### src/sv/bmpc_pkg.sv
// Types, register indexes, constants and helper functions of the compensation core.
// Used by every module of the block; depends on nothing.
`timescale 1ns / 1ps
`default_nettype none
package bmpc_pkg;

    typedef struct packed {
        logic [15:0] raw_temperature;
        logic [23:0] raw_pressure_word;
    } in_word_t;

    typedef struct packed {
        logic signed [27:0] temperature_deci_c;
        logic signed [31:0] pressure_pa;
        logic               divide_error;
    } out_word_t;

    typedef struct packed {
        logic [31:0] ac1_ac2;
        logic [31:0] ac3_ac4;
        logic [31:0] ac5_ac6;
        logic [31:0] b1_b2;
        logic [31:0] mc_md;
        logic [1:0]  oss;
    } cal_t;

    typedef struct packed {
        logic     valid;
        in_word_t word;
    } queue_head_t;

    localparam int CFG_INDEX_W = 3;
    localparam logic [CFG_INDEX_W-1:0] REG_AC1_AC2 = 3'd0;
    localparam logic [CFG_INDEX_W-1:0] REG_AC3_AC4 = 3'd1;
    localparam logic [CFG_INDEX_W-1:0] REG_AC5_AC6 = 3'd2;
    localparam logic [CFG_INDEX_W-1:0] REG_B1_B2   = 3'd3;
    localparam logic [CFG_INDEX_W-1:0] REG_MC_MD   = 3'd4;
    localparam logic [CFG_INDEX_W-1:0] REG_OSS     = 3'd5;

    localparam int QUEUE_DEPTH_DEFAULT = 4;
    localparam int DIV_SIDE_W_DEFAULT  = 1;

    localparam logic [31:0] T_OFFSET  = 32'd4000;
    localparam logic [31:0] P_ROUND   = 32'd32768;
    localparam logic [31:0] P_SCALE   = 32'd50000;
    localparam logic [31:0] P_MSB     = 32'h8000_0000;
    localparam logic [31:0] C_SQ      = 32'd3038;
    localparam logic [31:0] C_LIN_NEG = 32'hFFFF_E343;
    localparam logic [31:0] C_BIAS    = 32'd3791;

    function automatic logic [31:0] sx16(input logic [15:0] v);
        return {{16{v[15]}}, v};
    endfunction

    function automatic logic [31:0] sra32(input logic [31:0] v, input logic [4:0] s);
        return 32'($signed(v) >>> s);
    endfunction

endpackage
`default_nettype wire

### src/sv/bmpc_front.sv
// Front end: takes input words off the input channel into a short queue.
// Depends on bmpc_pkg; the back end pops the queue head.
`timescale 1ns / 1ps
`default_nettype none
module bmpc_front #(
    parameter int QUEUE_DEPTH = bmpc_pkg::QUEUE_DEPTH_DEFAULT
) (
    input  wire logic                   clk,
    input  wire logic                   rst_n,
    input  wire logic                   in_valid,
    output logic                        in_stall,
    input  wire bmpc_pkg::in_word_t     in_data,
    input  wire logic                   pop,
    output bmpc_pkg::queue_head_t       head
);
    import bmpc_pkg::*;

    localparam int PTR_W = (QUEUE_DEPTH > 1) ? $clog2(QUEUE_DEPTH) : 1;
    localparam int CNT_W = $clog2(QUEUE_DEPTH + 1);
    localparam logic [PTR_W-1:0] LAST = PTR_W'(QUEUE_DEPTH - 1);

    in_word_t         slot_reg [0:QUEUE_DEPTH-1];
    logic [PTR_W-1:0] wr_ptr_reg, wr_ptr_next;
    logic [PTR_W-1:0] rd_ptr_reg, rd_ptr_next;
    logic [CNT_W-1:0] count_reg, count_next;
    logic             push;
    logic             do_pop;

    assign in_stall = (count_reg == CNT_W'(QUEUE_DEPTH));
    assign push     = in_valid && !in_stall;
    assign do_pop   = pop && (count_reg != '0);

    assign head.valid = (count_reg != '0);
    assign head.word  = slot_reg[rd_ptr_reg];

    always_comb
    begin
        wr_ptr_next = push ? ((wr_ptr_reg == LAST) ? '0 : wr_ptr_reg + 1'b1) : wr_ptr_reg;
        rd_ptr_next = do_pop ? ((rd_ptr_reg == LAST) ? '0 : rd_ptr_reg + 1'b1) : rd_ptr_reg;
        count_next  = count_reg + CNT_W'(push) - CNT_W'(do_pop);
    end

    always_ff @(posedge clk or negedge rst_n)
    begin
        if (!rst_n)
        begin
            wr_ptr_reg <= '0;
            rd_ptr_reg <= '0;
            count_reg  <= '0;
        end
        else
        begin
            wr_ptr_reg <= wr_ptr_next;
            rd_ptr_reg <= rd_ptr_next;
            count_reg  <= count_next;
        end
    end

    always_ff @(posedge clk)
    begin
        if (push)
        begin
            slot_reg[wr_ptr_reg] <= in_data;
        end
    end

endmodule
`default_nettype wire

### config.mk
export PLATFORM = sky130hd
export DESIGN_NAME = bmpc_front
export DESIGN_NICKNAME = d
export VERILOG_FILES = /design/src/sv/bmpc_pkg.sv /design/src/sv/bmpc_front.sv
export SDC_FILE = /design/constraint.sdc
export NUM_CORES = 1
export LEC_CHECK = 0
export ABC_AREA = 1
export BUFFER_PORTS_ARGS = -buffer_cell sky130_fd_sc_hd__buf_4
export CAP_MARGIN = 0
export CORE_MARGIN = 10
export CORE_UTILIZATION = 33
export DETAILED_ROUTE_END_ITERATION = 8
export HOLD_SLACK_MARGIN = 0.05
export PLACE_DENSITY_LB_ADDON = 0.2
export SYNTH_ARGS = -nofsm -noshare
export SYNTH_HDL_FRONTEND = slang
export SYNTH_SLANG_ARGS = --single-unit
### constraint.sdc
create_clock -name clk -period 5.44 [get_ports clk]
set_input_delay 1.088 -clock clk [delete_from_list [all_inputs] [get_ports clk]]
set_output_delay 1.088 -clock clk [all_outputs]
set_load 0.05 [all_outputs]
Word level (Yosys, flattened, before mapping)

Memories as Yosys holds them, arrays and structs flattened.
Index checks and enable logic that the tools add are counted.

RAM bits: 160
Memories kept: 1
Register bits: 7
Logic and storage cells: 19
Output and inout bits: 42
Bits of input ports: 44

Reductions and logical operators: 4
Add/subtract/negate cells: 4
Mux-type cells: 4
Equal/unequal tests: 3

Memory list:

| memory   | words | bits a word | read ports | clocked after memory_dff | wr ports | line             | source |
|---|---|---|---|---|---|---|---|
| slot_reg | 4     | 40          | 1          | 0                        | 1        | bmpc_front.sv:22 | `in_word_t slot_reg [0:QUEUE_DEPTH-1];` |

Operators by type and width:

| operator                                    | number |
|---|---|
| adder 2 x 1 -> 2 bit, second input constant | 2 |
| == test 2 bit, second input constant        | 2 |
| two-way mux 2 bit                           | 2 |
| adder 3 x 1 -> 3 bit                        | 1 |
| == test 3 bit, second input constant        | 1 |
| nonzero test 3 bit                          | 1 |
| subtractor 3 x 1 -> 3 bit                   | 1 |
| logical AND 1 bit                           | 2 |
| two-way mux 1 bit                           | 2 |
| logical NOT 1 bit                           | 1 |

Logic depth before layout (Yosys ltp)

Word-level depth: 5
Gate-level depth with buffers: 12
Gate-level depth less buffers: 12

Least setup slack after synthesis

OpenSTA, ideal clock, no wires.

Kind: input -> register
Start point: input in_valid
End point: memory slot_reg[0][0] (netlist name) (enable)
Data required time: 5.003 ns
Library setup time: 0.437 ns
Path slack: 2.080 ns
Buffers on the path: 0
Arrival time: 2.923 ns
Cell stages on the path: 2
Path through: nand2_1 > nor2_1

Longest elaborated chain between the ends: 3

RTL lines:

| what                                    | line             | source |
|---|---|---|
| start: declaration                      | bmpc_front.sv:10 | `input wire logic in_valid,` |
| logical AND 1 bit                       | bmpc_front.sv:30 | `assign push = in_valid && !in_stall;` |
| two-way mux 1 bit                       | bmpc_front.sv:61 | `if (push)` |
| two-way mux 1 bit (not written as such) | bmpc_front.sv:63 | `slot_reg[wr_ptr_reg] <= in_data;` |
| end: declaration                        | bmpc_front.sv:22 |  |

No other way between the ends.

==> results.py <==
metrics = {
    "run_status": {
        "status": "complete, no violations",
    },
    "worst_setup_path": {
        "end_kind": "output port",
        "cp-start-kind": "flip-flop",
        "critPathKind": "flip-flop to output port",
        "crit_fanout": 43,
        "r2r-start": "count_reg[1]",
        "arrival_ps": 2610,
        "rrSetupSlack_ps": 3110,
        "crit_required_ps": 4350,
        "worstReg2RegEnd": "count_reg[2]",
        "r2r_cells": 10,
    },
    "die": {
        "initial_core_util_pct": 33.6,
        "core_mm2": 0.0211,
        "die_area_mm2": 0.0278,
        "die_w_um": 167,
        "die_h_um": 167,
        "rows": 53,
        "boundaryPins": 86,
    },
    "cells_and_area": {
        "largest_reg_flops": 160,
        "num_antenna_cells": 0,
        "fin_nets": 662,
        "multi_input_area_mm2": 0.00158,
        "mostFrequentLayoutCells": "160 x edfxtp_1, 107 x nand2_1, 94 x inv_1",
        "area_delta_synth_final_pct": 20.3,
        "layout_commonest_cell": "edfxtp_1",
        "fillers": 1990,
        "seq_area_mm2": 0.00498,
        "drive_gt1_share_pct": 32.3,
    },
    "pwr": {
        "p_leak_nw": 3.42,
        "vdd_ir_drop_max_v": 0.000260,
        "clock_power_share_pct": 21.4,
        "p_sw_share_pct": 43.9,
        "combPwrFrac_pct": 44.2,
        "p_int_w": 0.00301,
        "power_density_mw_per_mm2": 629,
        "switchingPower_w": 0.00235,
        "share_seq_of_total_power_pct": 34.4,
    },
    "synthesis": {
        "yosys.area_share.xor_xnor_pct": 0,
        "ys_warn_count": 0,
        "netlist_instances": 526,
        "synth_top_family_by_area": "compound AO/OA/AOI/OAI gates",
        "synth_fp_nets": 578,
        "muxShareOfSynthArea_pct": 0,
        "synth_compound_area_share_pct": 11.3,
        "netlist_area_mm2": 0.00709,
        "ys_seq_elements": 167,
        "yosys.area_share.simple_pct": 9.03,
        "postSynthAreaPerCell_um2": 13.5,
        "synth-adder-area-share_pct": 1.52,
        "netlist-cell-type-count": 15,
        "ys_seq_area_share_pct": 70.2,
    },
    "sta": {
        "grt_setup_unrepaired": "false",
        "final-max-slew-violation-count": 0,
        "hold_slack_ps": 468,
        "min_period_over_period_pct": 68.0,
        "worstMarginPinSlew_ps": 815,
        "max_slew_margin_pct": 45.6,
        "setup_viol": 0,
        "period_minus_slack_ps": 3700,
        "skew_ps": 6.50,
        "setup_tns_ps": 0,
        "max_freq_mhz": 270,
        "finalHoldViolations": 0,
    },
    "min_path": {
        "holdCritPathClass": "input pin to asynchronous set/reset pin",
    },
    "global_routing": {
        "antenna_found_initial": 0,
        "grt-ovfl-total": 0,
        "grt_pass1_vias": 4277,
        "grt_pass1_wl_um": 22900,
        "grt_use_total_pct": 10.5,
        "grt_max_degree": 103,
    },
    "cts": {
        "clk_pin_slew_worst_paths_ps": 60,
        "cts_buffer_depth": 2,
        "numClockSinks": 167,
        "root_buffer": "clkbuf_16",
        "ctsHoldBuffers": 0,
        "postCtsSetupBuffers": 0,
        "worstSkewPairLatency_ps": 420,
        "cts_buffers": 17,
        "cts_tree": "built",
        "htreeDepth": 4,
        "cts_resized": 0,
    },
    "route": {
        "drc": 0,
        "first_pass_iters": 4,
        "vias": 3999,
        "route.detailed.wl_per_inst_um": 16.1,
        "first_iter_violations": 207,
        "viasPerCell": 4.45,
        "ant_nets": 0,
        "routed_wl_um": 14400,
    },
    "place": {
        "portBuffers": 85,
        "place_congestion": 0.709,
        "dp_hpwl_um": 9210,
    },
    "run": {
        "drv_cap": 0,
    },
}
-- cells in the mapped netlist --
cell / n / area share [%]
dfrtp_1: 7 / 2.5
buf_6: 10 / 1.6
nand2_1: 107 / 5.7
o211ai_1: 40 / 4.2
nand3_1: 5 / 0.35
nand2_2: 30 / 2.6
nor2_1: 7 / 0.37
edfxtp_1: 160 / 68
buf_2: 13 / 0.92
buf_4: 4 / 0.42
ha_1: 7 / 1.2
clkinv_1: 1 / 0.053
o211ai_2: 40 / 7.1
inv_1: 94 / 5.0
fa_1: 1 / 0.28
-- final cells by class --
class | instances | share of cell area, %
Multi-Input combinational cell | 237 | 18.5
Tap cell | 275 | 4.03
Timing Repair Buffer | 92 | 8.24
Clock buffer | 17 | 4.98
Inverter | 95 | 4.18
Sequential cell | 167 | 58.4
Clock inverter | 15 | 1.67
-- critical path, cell delays in order (launching register included) --
cell,delay (ps)
dfrtp_2,390
buf_4,300
inv_2,680
buf_4,400
o211ai_2,130
nand2_1,80
buf_4,200
-- through the flow --
stage               setup slack [ps]  total power [W]  cells  cell area [um^2]  util, %
finish                          1740          0.00537    898              8540     40.5
global route                    1550          0.00567    898              8540     40.5
CTS                             1640          0.00546    898              8540     40.5
detailed placement              2100          0.00431    866              7970     37.8
global placement                2130          0.00427    866              7970     37.8
floorplan                       2080          0.00364    526              7090        -
-- routing by layer --
metal / vias up / GRT usage [%] / share of wire (%)
met1: 1943 / 11.9 / 43
met2: 68 / 18.2 / 52
li1: 1973 / - / -
met5: - / 0 / 0
met3: 15 / 2.97 / 3.5
met4: 0 / 3.97 / 1.2
-- worst max path at each step --
stage	end	depth (start not counted)	slack [ps]	startpoint
finish	head[2]	6	1740	rd_ptr_reg[1]
global route	head[33]	6	1550	rd_ptr_reg[1]
CTS	head[2]	6	1640	rd_ptr_reg[1]
detailed placement	head[2]	6	2100	rd_ptr_reg[1]
global placement	head[4]	6	2130	rd_ptr_reg[1]
floorplan	slot_reg[0][0]	2	2080	in_valid
-- power groups by stage --
stage | Clock, W | Combinational (W) | Sequential (W)
floorplan | 0 | 0.00185 | 0.00179
global placement | 0 | 0.00240 | 0.00186
detailed placement | 0 | 0.00243 | 0.00188
CTS | 0.00118 | 0.00244 | 0.00185
global route | 0.00123 | 0.00257 | 0.00187
finish | 0.00115 | 0.00237 | 0.00185
-- logic make-up (layout without fill, tap and decap cells) --
| family | after synthesis | after routing |
|---|---|---|
| flops | 167 | 167 |
| simple gates | 149 | 149 |
| fa+ha+maj | 8 | 8 |
| buf+inv | 122 | 219 |
| compound gates | 80 | 80 |
Power figures use the tool's default switching activity.
